$ cat src/rtl/slx_pkg.sv
// shared types and constants of the specification language lexer
package slx_pkg;

	localparam int KW_BYTES  = 9;
	localparam int TOK_CNT_W = 7;
	localparam int KW_COUNT  = 30;
	localparam int QDEPTH    = 2;

	localparam logic [5:0] KIND_IDENT   = 6'd0;
	localparam logic [5:0] KIND_LBRACK  = 6'd1;
	localparam logic [5:0] KIND_RBRACK  = 6'd2;
	localparam logic [5:0] KIND_LBRACE  = 6'd3;
	localparam logic [5:0] KIND_RBRACE  = 6'd4;
	localparam logic [5:0] KIND_LPAREN  = 6'd5;
	localparam logic [5:0] KIND_RPAREN  = 6'd6;
	localparam logic [5:0] KIND_COMMA   = 6'd7;
	localparam logic [5:0] KIND_SEMI    = 6'd8;
	localparam logic [5:0] KIND_COLON   = 6'd9;
	localparam logic [5:0] KIND_EQ      = 6'd10;
	localparam logic [5:0] KIND_IMPLIES = 6'd11;
	localparam logic [5:0] KIND_LT      = 6'd12;
	localparam logic [5:0] KIND_LE      = 6'd13;
	localparam logic [5:0] KIND_GT      = 6'd14;
	localparam logic [5:0] KIND_GE      = 6'd15;
	localparam logic [5:0] KIND_DOT     = 6'd16;
	localparam logic [5:0] KIND_DOTTIL  = 6'd17;
	localparam logic [5:0] KIND_BAR     = 6'd18;
	localparam logic [5:0] KIND_BANG    = 6'd19;
	localparam logic [5:0] KIND_MINUS   = 6'd20;
	localparam logic [5:0] KIND_ARROW   = 6'd21;
	localparam logic [5:0] KIND_PLUS    = 6'd22;
	localparam logic [5:0] KIND_STAR    = 6'd23;
	localparam logic [5:0] KIND_DIV     = 6'd24;
	localparam logic [5:0] KIND_EOL     = 6'd25;
	localparam logic [5:0] KIND_EOF     = 6'd26;
	localparam logic [5:0] KIND_KW_BASE = 6'd27;
	localparam logic [5:0] KIND_ERROR   = 6'd57;

	localparam logic [7:0] CH_TAB    = 8'h09;
	localparam logic [7:0] CH_NL     = 8'h0a;
	localparam logic [7:0] CH_SPACE  = 8'h20;
	localparam logic [7:0] CH_BANG   = 8'h21;
	localparam logic [7:0] CH_LPAREN = 8'h28;
	localparam logic [7:0] CH_RPAREN = 8'h29;
	localparam logic [7:0] CH_STAR   = 8'h2a;
	localparam logic [7:0] CH_PLUS   = 8'h2b;
	localparam logic [7:0] CH_COMMA  = 8'h2c;
	localparam logic [7:0] CH_MINUS  = 8'h2d;
	localparam logic [7:0] CH_DOT    = 8'h2e;
	localparam logic [7:0] CH_SLASH  = 8'h2f;
	localparam logic [7:0] CH_COLON  = 8'h3a;
	localparam logic [7:0] CH_SEMI   = 8'h3b;
	localparam logic [7:0] CH_LT     = 8'h3c;
	localparam logic [7:0] CH_EQ     = 8'h3d;
	localparam logic [7:0] CH_GT     = 8'h3e;
	localparam logic [7:0] CH_LBRACK = 8'h5b;
	localparam logic [7:0] CH_RBRACK = 8'h5d;
	localparam logic [7:0] CH_LBRACE = 8'h7b;
	localparam logic [7:0] CH_BAR    = 8'h7c;
	localparam logic [7:0] CH_RBRACE = 8'h7d;
	localparam logic [7:0] CH_TILDE  = 8'h7e;

	typedef struct packed {
		logic                       is_word;
		logic [5:0]                 kind;
		logic [TOK_CNT_W-1:0]       cnt;
		logic                       ovf;
		logic [KW_BYTES-1:0][7:0]   text;
	} tok_t;

	typedef struct packed {
		logic two;
		tok_t t1;
		tok_t t0;
	} rec_t;

endpackage

$ cat src/rtl/spec_language_lexer.sv
// top level of the specification language lexer
// usage:
//   input channel: in_valid/in_ready carry one word per item, a character on
//   char_in or an end-of-input mark on end_of_input.
//   output channel: out_valid/out_ready carry one token per word with kind,
//   length, first eight text bytes, overflow flag and last.
//   an input word causes zero, one or two tokens; last marks the final one.
// path: a token passes through the record queue and then the output register.
// throughput: one input word per cycle while the queue is not full and each
//   causes at most one token; a word that causes two tokens holds the back end
//   until both are sent. the front end updates lexer state on each accepted
//   word, a two-entry record queue separates it from the back end, where keyword lookup is combinational.
// reset: clears lexer mode, word count, queue and output valid; no clearing
//   pass, the block is ready as soon as reset is released.
// stall: when out_ready is low the output holds, the queue fills, then
//   in_ready drops until the back end drains.
module spec_language_lexer import slx_pkg::*; #(
	parameter int LEXEME_MAX = 16
) (
	input  logic        clk,
	input  logic        arst_n,
	input  logic        in_valid,
	output logic        in_ready,
	input  logic [7:0]  char_in,
	input  logic        end_of_input,
	output logic        out_valid,
	input  logic        out_ready,
	output logic [5:0]  token_kind,
	output logic [4:0]  lexeme_length,
	output logic [63:0] lexeme_text,
	output logic        lexeme_overflow,
	output logic        last
);

	logic push, full, pop, empty;
	rec_t push_rec, head;

	slx_front #(.LEXEME_MAX(LEXEME_MAX)) u_front (
		.clk          (clk),
		.arst_n       (arst_n),
		.in_valid     (in_valid),
		.in_ready     (in_ready),
		.char_in      (char_in),
		.end_of_input (end_of_input),
		.q_full       (full),
		.push         (push),
		.push_rec     (push_rec)
	);

	slx_fifo u_fifo (
		.clk      (clk),
		.arst_n   (arst_n),
		.push     (push),
		.push_rec (push_rec),
		.full     (full),
		.pop      (pop),
		.empty    (empty),
		.head     (head)
	);

	slx_back u_back (
		.clk             (clk),
		.arst_n          (arst_n),
		.empty           (empty),
		.head            (head),
		.pop             (pop),
		.out_valid       (out_valid),
		.out_ready       (out_ready),
		.token_kind      (token_kind),
		.lexeme_length   (lexeme_length),
		.lexeme_text     (lexeme_text),
		.lexeme_overflow (lexeme_overflow),
		.last            (last)
	);

endmodule

$ cat src/rtl/slx_front.sv
// front end: takes characters, tracks lexer state and builds token records
module slx_front import slx_pkg::*; #(
	parameter int LEXEME_MAX = 16
) (
	input  logic       clk,
	input  logic       arst_n,
	input  logic       in_valid,
	output logic       in_ready,
	input  logic [7:0] char_in,
	input  logic       end_of_input,
	input  logic       q_full,
	output logic       push,
	output rec_t       push_rec
);

	localparam int CW = $clog2(LEXEME_MAX + 1);

	localparam logic [2:0] M_IDLE      = 3'd0;
	localparam logic [2:0] M_PAIR      = 3'd1;
	localparam logic [2:0] M_SLASH     = 3'd2;
	localparam logic [2:0] M_WORD      = 3'd3;
	localparam logic [2:0] M_WORD_OPEN = 3'd4;
	localparam logic [2:0] M_COMMENT   = 3'd5;
	localparam logic [2:0] M_STAR      = 3'd6;
	localparam logic [2:0] M_SKIP      = 3'd7;

	typedef struct packed {
		logic       hit;
		logic [7:0] second;
		logic [5:0] one;
		logic [5:0] two;
	} pair_t;

	logic [2:0]               mode_q, w_mode;
	logic [CW-1:0]            cnt_q, w_cnt;
	logic                     ovf_q, w_ovf;
	logic [KW_BYTES-1:0][7:0] st_q, w_st;
	tok_t                     tq [2];
	logic [1:0]               n;
	logic                     go_word, go_idle, accept, eoi, blank;
	pair_t                    pi, pc;
	logic [7:0]               c;

	function automatic logic is_sep(input logic [7:0] x);
		case (x)
			CH_SPACE, CH_BAR, CH_MINUS, CH_PLUS, CH_STAR, CH_SLASH, CH_RBRACK,
			CH_RPAREN, CH_SEMI, CH_COLON, CH_RBRACE, CH_LBRACK, CH_LPAREN,
			CH_LBRACE, CH_LT, CH_EQ, CH_NL, CH_GT, CH_DOT, CH_COMMA: return 1'b1;
			default: return 1'b0;
		endcase
	endfunction

	// zero means no single punctuation
	function automatic logic [5:0] single_kind(input logic [7:0] x);
		case (x)
			CH_LBRACK: return KIND_LBRACK;
			CH_RBRACK: return KIND_RBRACK;
			CH_LBRACE: return KIND_LBRACE;
			CH_RBRACE: return KIND_RBRACE;
			CH_LPAREN: return KIND_LPAREN;
			CH_RPAREN: return KIND_RPAREN;
			CH_COMMA:  return KIND_COMMA;
			CH_SEMI:   return KIND_SEMI;
			CH_COLON:  return KIND_COLON;
			CH_BAR:    return KIND_BAR;
			CH_BANG:   return KIND_BANG;
			CH_PLUS:   return KIND_PLUS;
			CH_STAR:   return KIND_STAR;
			CH_NL:     return KIND_EOL;
			default:   return KIND_IDENT;
		endcase
	endfunction

	function automatic pair_t pair_info(input logic [7:0] x);
		pair_t p;
		p = '0;
		case (x)
			CH_EQ:    p = '{1'b1, CH_GT, KIND_EQ, KIND_IMPLIES};
			CH_LT:    p = '{1'b1, CH_EQ, KIND_LT, KIND_LE};
			CH_GT:    p = '{1'b1, CH_EQ, KIND_GT, KIND_GE};
			CH_DOT:   p = '{1'b1, CH_TILDE, KIND_DOT, KIND_DOTTIL};
			CH_MINUS: p = '{1'b1, CH_GT, KIND_MINUS, KIND_ARROW};
			default:  p = '0;
		endcase
		return p;
	endfunction

	function automatic tok_t mk_simple(input logic [5:0] k, input logic [1:0] len,
		input logic [7:0] b0, input logic [7:0] b1);
		tok_t t;
		t = '0;
		t.kind = k;
		t.cnt = TOK_CNT_W'(len);
		t.text[0] = b0;
		t.text[1] = b1;
		return t;
	endfunction

	assign c        = char_in;
	assign eoi      = end_of_input;
	assign blank    = (c == CH_SPACE) || (c == CH_TAB);
	assign in_ready = !q_full;
	assign accept   = in_valid && in_ready;
	assign pi       = pair_info(st_q[0]);
	assign pc       = pair_info(c);

	always_comb begin
		w_mode  = mode_q;
		w_cnt   = cnt_q;
		w_ovf   = ovf_q;
		w_st    = st_q;
		n       = 2'd0;
		tq[0]   = '0;
		tq[1]   = '0;
		go_word = 1'b0;
		go_idle = 1'b0;
		case (mode_q)
			M_IDLE: go_idle = 1'b1;
			M_PAIR: begin
				w_cnt  = '0;
				w_mode = M_IDLE;
				if (!eoi && c == pi.second) begin
					tq[n[0]] = mk_simple(pi.two, 2'd2, st_q[0], c);
					n = n + 2'd1;
				end else begin
					tq[n[0]] = mk_simple(pi.one, 2'd1, st_q[0], 8'h00);
					n = n + 2'd1;
					go_idle = 1'b1;
				end
			end
			M_SLASH: begin
				if (!eoi && c == CH_STAR) begin
					w_mode = M_COMMENT;
				end else if (w_cnt == '0) begin
					tq[n[0]] = mk_simple(KIND_DIV, 2'd1, CH_SLASH, 8'h00);
					n = n + 2'd1;
					w_mode = M_IDLE;
					go_idle = 1'b1;
				end else begin
					if (w_cnt < CW'(LEXEME_MAX)) begin
						for (int j = 0; j < KW_BYTES; j++)
							if (w_cnt == CW'(j)) w_st[j] = CH_SLASH;
						w_cnt = w_cnt + 1'b1;
					end else begin
						w_ovf = 1'b1;
					end
					w_mode = M_WORD;
					go_word = 1'b1;
				end
			end
			M_WORD: go_word = 1'b1;
			M_WORD_OPEN: begin
				if (eoi) begin
					tq[0] = '{1'b1, KIND_IDENT, TOK_CNT_W'(w_cnt), w_ovf, w_st};
					tq[1] = mk_simple(KIND_EOF, 2'd0, 8'h00, 8'h00);
					n = 2'd2;
					w_cnt = '0;
					w_ovf = 1'b0;
					w_mode = M_IDLE;
				end else if (blank) begin
					w_mode = M_WORD_OPEN;
				end else if (c == CH_SLASH) begin
					w_mode = M_SLASH;
				end else begin
					if (w_cnt < CW'(LEXEME_MAX)) begin
						for (int j = 0; j < KW_BYTES; j++)
							if (w_cnt == CW'(j)) w_st[j] = c;
						w_cnt = w_cnt + 1'b1;
					end else begin
						w_ovf = 1'b1;
					end
					w_mode = M_WORD;
				end
			end
			M_COMMENT, M_STAR: begin
				if (eoi) begin
					tq[0] = mk_simple(KIND_ERROR, 2'd0, 8'h00, 8'h00);
					tq[1] = mk_simple(KIND_EOF, 2'd0, 8'h00, 8'h00);
					n = 2'd2;
					w_cnt = '0;
					w_ovf = 1'b0;
					w_mode = M_IDLE;
				end else if (c == CH_STAR) begin
					w_mode = M_STAR;
				end else if (c == CH_SLASH && mode_q == M_STAR) begin
					w_mode = M_SKIP;
				end else if (c != CH_SLASH) begin
					w_mode = M_COMMENT;
				end
			end
			default: begin
				// character after comment close is dropped
				if (eoi) begin
					if (w_cnt != '0) begin
						tq[0] = '{1'b1, KIND_IDENT, TOK_CNT_W'(w_cnt), w_ovf, w_st};
						tq[1] = mk_simple(KIND_EOF, 2'd0, 8'h00, 8'h00);
						n = 2'd2;
						w_cnt = '0;
						w_ovf = 1'b0;
					end else begin
						tq[0] = mk_simple(KIND_EOF, 2'd0, 8'h00, 8'h00);
						n = 2'd1;
					end
					w_mode = M_IDLE;
				end else begin
					w_mode = (w_cnt != '0) ? M_WORD_OPEN : M_IDLE;
				end
			end
		endcase

		if (go_word) begin
			if (eoi) begin
				tq[n[0]] = '{1'b1, KIND_IDENT, TOK_CNT_W'(w_cnt), w_ovf, w_st};
				n = n + 2'd1;
				tq[n[0]] = mk_simple(KIND_EOF, 2'd0, 8'h00, 8'h00);
				n = n + 2'd1;
				w_cnt = '0;
				w_ovf = 1'b0;
				w_mode = M_IDLE;
			end else if (is_sep(c)) begin
				tq[n[0]] = '{1'b1, KIND_IDENT, TOK_CNT_W'(w_cnt), w_ovf, w_st};
				n = n + 2'd1;
				w_cnt = '0;
				w_ovf = 1'b0;
				w_mode = M_IDLE;
				go_idle = 1'b1;
			end else if (c == CH_TAB) begin
				w_mode = M_WORD_OPEN;
			end else begin
				if (w_cnt < CW'(LEXEME_MAX)) begin
					for (int j = 0; j < KW_BYTES; j++)
						if (w_cnt == CW'(j)) w_st[j] = c;
					w_cnt = w_cnt + 1'b1;
				end else begin
					w_ovf = 1'b1;
				end
			end
		end

		if (go_idle) begin
			if (eoi) begin
				tq[n[0]] = mk_simple(KIND_EOF, 2'd0, 8'h00, 8'h00);
				n = n + 2'd1;
			end else if (blank) begin
				w_mode = M_IDLE;
			end else if (c == CH_SLASH) begin
				w_cnt = '0;
				w_mode = M_SLASH;
			end else if (pc.hit) begin
				w_st[0] = c;
				w_cnt = CW'(1);
				w_mode = M_PAIR;
			end else if (single_kind(c) != KIND_IDENT) begin
				tq[n[0]] = mk_simple(single_kind(c), 2'd1, c, 8'h00);
				n = n + 2'd1;
			end else begin
				w_st[0] = c;
				w_cnt = CW'(1);
				w_ovf = 1'b0;
				w_mode = M_WORD;
			end
		end
	end

	assign push        = accept && (n != 2'd0);
	assign push_rec.two = (n == 2'd2);
	assign push_rec.t0  = tq[0];
	assign push_rec.t1  = tq[1];

	always_ff @(posedge clk or negedge arst_n) begin
		if (!arst_n) begin
			mode_q <= M_IDLE;
			cnt_q  <= '0;
			ovf_q  <= 1'b0;
		end else if (accept) begin
			mode_q <= w_mode;
			cnt_q  <= w_cnt;
			ovf_q  <= w_ovf;
		end
	end

	always_ff @(posedge clk) begin
		if (accept) begin
			st_q <= w_st;
		end
	end

endmodule

$ cat src/rtl/slx_fifo.sv
// short record queue between front and back end
module slx_fifo import slx_pkg::*; (
	input  logic clk,
	input  logic arst_n,
	input  logic push,
	input  rec_t push_rec,
	output logic full,
	input  logic pop,
	output logic empty,
	output rec_t head
);

	localparam int PW = (QDEPTH > 1) ? $clog2(QDEPTH) : 1;
	localparam int NW = $clog2(QDEPTH + 1);

	rec_t          mem_q [QDEPTH];
	logic [PW-1:0] wp_q, rp_q;
	logic [NW-1:0] num_q;

	assign full  = (num_q == NW'(QDEPTH));
	assign empty = (num_q == '0);
	assign head  = mem_q[rp_q];

	always_ff @(posedge clk or negedge arst_n) begin
		if (!arst_n) begin
			wp_q  <= '0;
			rp_q  <= '0;
			num_q <= '0;
		end else begin
			if (push) wp_q <= (wp_q == PW'(QDEPTH - 1)) ? '0 : wp_q + 1'b1;
			if (pop)  rp_q <= (rp_q == PW'(QDEPTH - 1)) ? '0 : rp_q + 1'b1;
			if (push && !pop)      num_q <= num_q + 1'b1;
			else if (pop && !push) num_q <= num_q - 1'b1;
		end
	end

	always_ff @(posedge clk) begin
		if (push) mem_q[wp_q] <= push_rec;
	end

endmodule

$ cat src/rtl/slx_back.sv
// back end: keyword lookup, text masking and the output register
module slx_back import slx_pkg::*; (
	input  logic        clk,
	input  logic        arst_n,
	input  logic        empty,
	input  rec_t        head,
	output logic        pop,
	output logic        out_valid,
	input  logic        out_ready,
	output logic [5:0]  token_kind,
	output logic [4:0]  lexeme_length,
	output logic [63:0] lexeme_text,
	output logic        lexeme_overflow,
	output logic        last
);

	function automatic logic [8*KW_BYTES-1:0] kw_str(input int i);
		case (i)
			0:  return (8*KW_BYTES)'("in");
			1:  return (8*KW_BYTES)'("isvalid");
			2:  return (8*KW_BYTES)'("and");
			3:  return (8*KW_BYTES)'("or");
			4:  return (8*KW_BYTES)'("crash");
			5:  return (8*KW_BYTES)'("cast");
			6:  return (8*KW_BYTES)'("NULL");
			7:  return (8*KW_BYTES)'("partition");
			8:  return (8*KW_BYTES)'("many");
			9:  return (8*KW_BYTES)'("set");
			10: return (8*KW_BYTES)'("structure");
			11: return (8*KW_BYTES)'("reserved");
			12: return (8*KW_BYTES)'("label");
			13: return (8*KW_BYTES)'("int");
			14: return (8*KW_BYTES)'("short");
			15: return (8*KW_BYTES)'("bit");
			16: return (8*KW_BYTES)'("byte");
			17: return (8*KW_BYTES)'("subtype");
			18: return (8*KW_BYTES)'("of");
			19: return (8*KW_BYTES)'("element");
			20: return (8*KW_BYTES)'("forall");
			21: return (8*KW_BYTES)'("for");
			22: return (8*KW_BYTES)'("sizeof");
			23: return (8*KW_BYTES)'("literal");
			24: return (8*KW_BYTES)'("param");
			25: return (8*KW_BYTES)'("1");
			26: return (8*KW_BYTES)'("true");
			27: return (8*KW_BYTES)'("to");
			28: return (8*KW_BYTES)'("delay");
			29: return (8*KW_BYTES)'("static");
			default: return '0;
		endcase
	endfunction

	function automatic int kw_len(input int i);
		case (i)
			25: return 1;
			0, 3, 18, 27: return 2;
			2, 9, 13, 15, 21: return 3;
			5, 6, 8, 16, 26: return 4;
			4, 12, 14, 24, 28: return 5;
			20, 22, 29: return 6;
			1, 17, 19, 23: return 7;
			11: return 8;
			default: return 9;
		endcase
	endfunction

	function automatic logic [5:0] kw_kind(input logic [KW_BYTES-1:0][7:0] st,
		input logic [TOK_CNT_W-1:0] cnt);
		logic [5:0]           k;
		logic                 hit;
		logic [8*KW_BYTES-1:0] s;
		int                   l;
		k = KIND_IDENT;
		for (int i = 0; i < KW_COUNT; i++) begin
			s = kw_str(i);
			l = kw_len(i);
			hit = (cnt == TOK_CNT_W'(l));
			for (int j = 0; j < KW_BYTES; j++)
				if (j < l && st[j] != s[8*(l-1-j) +: 8]) hit = 1'b0;
			if (hit) k = KIND_KW_BASE + 6'(i);
		end
		return k;
	endfunction

	logic       idx_q;
	logic       load, fin;
	tok_t       t;
	logic [5:0] k;

	assign t    = idx_q ? head.t1 : head.t0;
	assign fin  = idx_q || !head.two;
	assign load = !empty && (!out_valid || out_ready);
	assign pop  = load && fin;
	assign k    = (t.is_word && !t.ovf) ? kw_kind(t.text, t.cnt) : t.kind;

	always_ff @(posedge clk or negedge arst_n) begin
		if (!arst_n) begin
			out_valid <= 1'b0;
			idx_q     <= 1'b0;
		end else begin
			if (load) begin
				out_valid <= 1'b1;
				idx_q     <= !fin;
			end else if (out_ready) begin
				out_valid <= 1'b0;
			end
		end
	end

	always_ff @(posedge clk) begin
		if (load) begin
			token_kind      <= k;
			lexeme_length   <= t.cnt[4:0];
			lexeme_overflow <= t.ovf;
			last            <= fin;
			for (int i = 0; i < 8; i++)
				lexeme_text[8*i +: 8] <= (t.cnt > TOK_CNT_W'(i)) ? t.text[i] : 8'h00;
		end
	end

endmodule

$ cat config.mk
export PLATFORM = sky130hd
export DESIGN_NAME = spec_language_lexer
export DESIGN_NICKNAME = d
export VERILOG_FILES = /design/src/rtl/slx_pkg.sv /design/src/rtl/spec_language_lexer.sv /design/src/rtl/slx_front.sv /design/src/rtl/slx_fifo.sv /design/src/rtl/slx_back.sv
export SDC_FILE = /design/constraint.sdc
export NUM_CORES = 1
export LEC_CHECK = 0
export ABC_CLOCK_PERIOD_IN_PS = 34400
export BUFFER_PORTS_ARGS = -buffer_cell sky130_fd_sc_hd__buf_2
export CAP_MARGIN = 20
export CORE_ASPECT_RATIO = 0.8
export CORE_MARGIN = 2
export CORE_UTILIZATION = 47
export DETAILED_ROUTE_END_ITERATION = 16
export GPL_ROUTABILITY_DRIVEN = 1
export PLACE_DENSITY = 0.68
export SLEW_MARGIN = 30
export SYNTH_ARGS = -nofsm -noshare
export SYNTH_HDL_FRONTEND = slang
export SYNTH_HIERARCHICAL = 1
export SYNTH_SLANG_ARGS = --single-unit
$ cat constraint.sdc
create_clock -name clk -period 34.4 [get_ports clk]
set_input_delay 3.44 -clock clk [delete_from_list [all_inputs] [get_ports clk]]
set_output_delay 3.44 -clock clk [all_outputs]
set_load 0.02 [all_outputs]
==> reports/results.txt <==
Final period utilization: 0.240
Switch share: 0.391
Post-synth top area share: 0.557
DR WL/cell: 26.1 um
CTS root buf: clkbuf_16
Grt ovf: 0
Logic gate share of total power: 0.424
Die area: 59200 um2
Post-DP Area: 27600 um2
Worst setup path start: char_in[0]
Placeable Area: 56600 um2
Final nets: 2176
Diodes inserted: 0
Hold wc startpoint: u_fifo/num_q[1]
I/O Pins: 92
Peak per-stage delay on the critical path: 670 ps
Worst-Skew Late Latency: 610 ps
Setup_tns: 0 ps
DRT Pass-1 Iters: 6
Sequential cell fraction of total power: 0.382
Finished Cell Area: 29200 um2
Area contributors post-synth: edfxtp_1 56%, mux2_4 7.8%, mux2_2 2.6%
CTS tree: yes
Final setup viols: 0
Synthesis Warnings: 6
Site row count: 78
Final GP Congestion: 0.977
Number of synthesized flops with an enable pin: 499
Largest net degree at the start of global routing: 154
Synth Register Bits: 514
Buf/Inv on CP: 5
CTS clk-pin slew, worst paths: 60 ps
Part of the power in the clock network: 0.194
Final hold slack: 491 ps
Gate Count Post-Synth: 2101
Final-report max-slew violation count: 0
Vias in the first global route: 17000
Post-synth top flop: edfxtp_1
Final WL: 77.0 mm
Synth Cell Area: 26900 um2
Slack of the critical path: 26140 ps
Lkg Pwr: 10.5 nW
Fin. Hold Viols: 0
Status: finished, final reports clean
Post-synthesis adder-cell area fraction: 0.00507
Top delay family on crit path: buffers and inverters
CP Launch Type: input pin
Syn Area/Cell: 12.8 um2
CTS Sinks: 514
Setup CP Type: in2reg
H-tree depth: 2
DRT iter0 DRCs: 2209
Worst setup EP type: flop
Sequential element share of the synthesized area: 0.571
Inserted Clock Buffers: 51
Largest area contributor in the netlist: edfxtp_1
Slew headroom: 0.270
RSZ-0062 raised after global routing: false
Vias per cell: 6.16
Int Pwr: 1.67 mW
Initial antenna violation count: 1
Compound-Gate Fraction of Synth Area: 0.103
Post-CTS setup buffer count: 0
Hold crit path type: reg2reg
Multiplexer share of the synthesized area: 0.128
Layout cells sized above 1: 0.202
Buffers on Ports: 91
CTS Buffer Depth: 3
Most frequent cell after synthesis: edfxtp_1
Critical-path cell list: buf_2 > clkinv_1 > maj3_2 > a32oi_1 > nand3_1 > ha_1 > mux2i_2 > a21oi_1 > nor2b_4 > buf_6 > buf_4 > buf_12
DIE HEIGHT: 218 um
Die Width: 271 um
Max Freq: 121 MHz
Worst IR Drop VDD: 0.0519 mV
R2R Path Start: u_front/cnt_q[0]
Antenna viol nets, final: 0
CP max stage cell: clkinv_1
Net Switching: 1.07 mW
Post-Synth Simple-Gate Area: 0.138
CP Max Fanout: 76
Clock Skews: 22.9 ps
Post-synth cell types: 105
Power Density: 93.5 nW/um2
Detailed-route DRC error count: 0
Gr usage total: 0.257
CTS Hold Buffers Added: 0
Tmin final: 8260 ps
CTS resizes: 0
Largest family of logic cells by synthesized area: simple AND/OR/NAND/NOR gates
CP required: 34690 ps
Area growth syn-to-layout: 8.70%
Worst EP arrival: 8550 ps
Top post-synthesis cells by count: 499 x edfxtp_1, 167 x nand2_1, 140 x mux2_4
Initial Util: 0.475
Max_cap viols: 0
Pre-CTS WS: 24790 ps
R2r setup slk: 28800 ps
Asr flop ratio synth: 0.0292
Via count: 18200
Post-Synth XOR/XNOR Area: 0.00391
HPWL Detailed: 56.2 mm
Tightest Pin Transition: 1080 ps
First-pass GRT wire length: 113 mm
-- final timing paths --
check,to,cells after the start
setup / recovery,u_fifo/mem_q[0][15],12
hold / removal,u_fifo/num_q[1],1
setup reg to reg,u_fifo/mem_q[0][15],14
hold reg to reg,u_fifo/num_q[1],1
max in group asynchronous,u_back/idx_q,1
min in group asynchronous,u_front/mode_q[0],1
-- routing by layer --
| layer | vias up | part of all wire | wire [um] | global-route usage |
|---|---|---|---|---|
| li1 | 8047 | - | - | - |
| met1 | 9067 | 0.46 | 35700 | 0.405 |
| met2 | 964 | 0.42 | 32600 | 0.369 |
| met3 | 98 | 0.093 | 7140 | 0.0399 |
| met4 | 0 | 0.020 | 1560 | 0.0626 |
| met5 | - | 0 | 0 | 0 |
-- cells by family (layout without fill, tap and decap cells) --
logic type,Yosys count,in the layout
AOI/OAI and AO/OA,392,392
and+or+nand+nor,670,670
muxes,266,266
DFF,514,514
xor gates and xnor gates,12,12
other,1,75
adders and majority gates,11,11
buffers and inverters,235,249
-- cell type report --
class	count	area, um2
timing repair buffer	112	689
fill	4847	27400
clock inverter	27	205
multi-input combinational	1426	10500
tap	760	951
clock buffer	62	1360
sequential	514	15400
inverter	48	180
-- metrics by stage --
stage	total power, mW	util	cells
after floorplan	1.87	-	2175
after global placement	2.17	0.487	2857
after detailed placement	2.19	0.488	2858
after CTS	2.72	0.516	2947
after global routing	2.86	0.517	2949
final	2.74	0.517	2949
-- cell usage in the layout (no fill, tap or decap), types with 14 or more instances in the layout --
cell type  Yosys  final
mux2_2        61     61
nor3_1        36     36
buf_2         37     91
nand2b_1      25     25
edfxtp_1     499    499
nand4_1       24     24
mux2_4       140    140
buf_4         84     14
a22oi_1       16     16
a21o_1        14     14
a22o_1        23     23
conb_1         1     75
nand3_1       46     46
inv_1         45     44
o22a_1        21     21
nand2_1      167    167
clkbuf_16      0     53
and2_1        36     35
a21oi_1      119    116
nor4_1        30     30
mux2i_1       65     64
a2bb2oi_1     21     21
or3_1         15     15
nor2_1       132    132
o21ai_0       44     44
o22ai_1       20     20
nand3b_1      29     29
nor2b_1       17     16
-- power by group through the flow --
stage               combinational, mW  clock, mW  sequential [mW]
CTS                              1.14      0.541             1.04
finish                           1.16      0.531             1.04
floorplan                       0.770          0             1.10
global placement                 1.11          0             1.06
detailed placement               1.13          0             1.06
global route                     1.23      0.564             1.06
-- flip-flops by register name, indices dropped and copies added (netlist names) --
| name | cells |
|---|---|
| u_back/out_valid | 1 |
| u_back/lexeme_text | 64 |
| u_fifo/num_q | 2 |
| u_back/token_kind | 6 |
| u_back/lexeme_overflow | 1 |
| u_back/lexeme_length | 5 |
| u_back/last | 1 |
| u_front/st_q | 72 |
| u_front/cnt_q | 5 |
| u_back/idx_q | 1 |
| u_front/mode_q | 3 |
| u_fifo/mem_q | 350 |
| u_fifo/wp_q | 1 |
| u_fifo/rp_q | 1 |
| u_front/ovf_q | 1 |
Power figures use the tool's default switching activity.
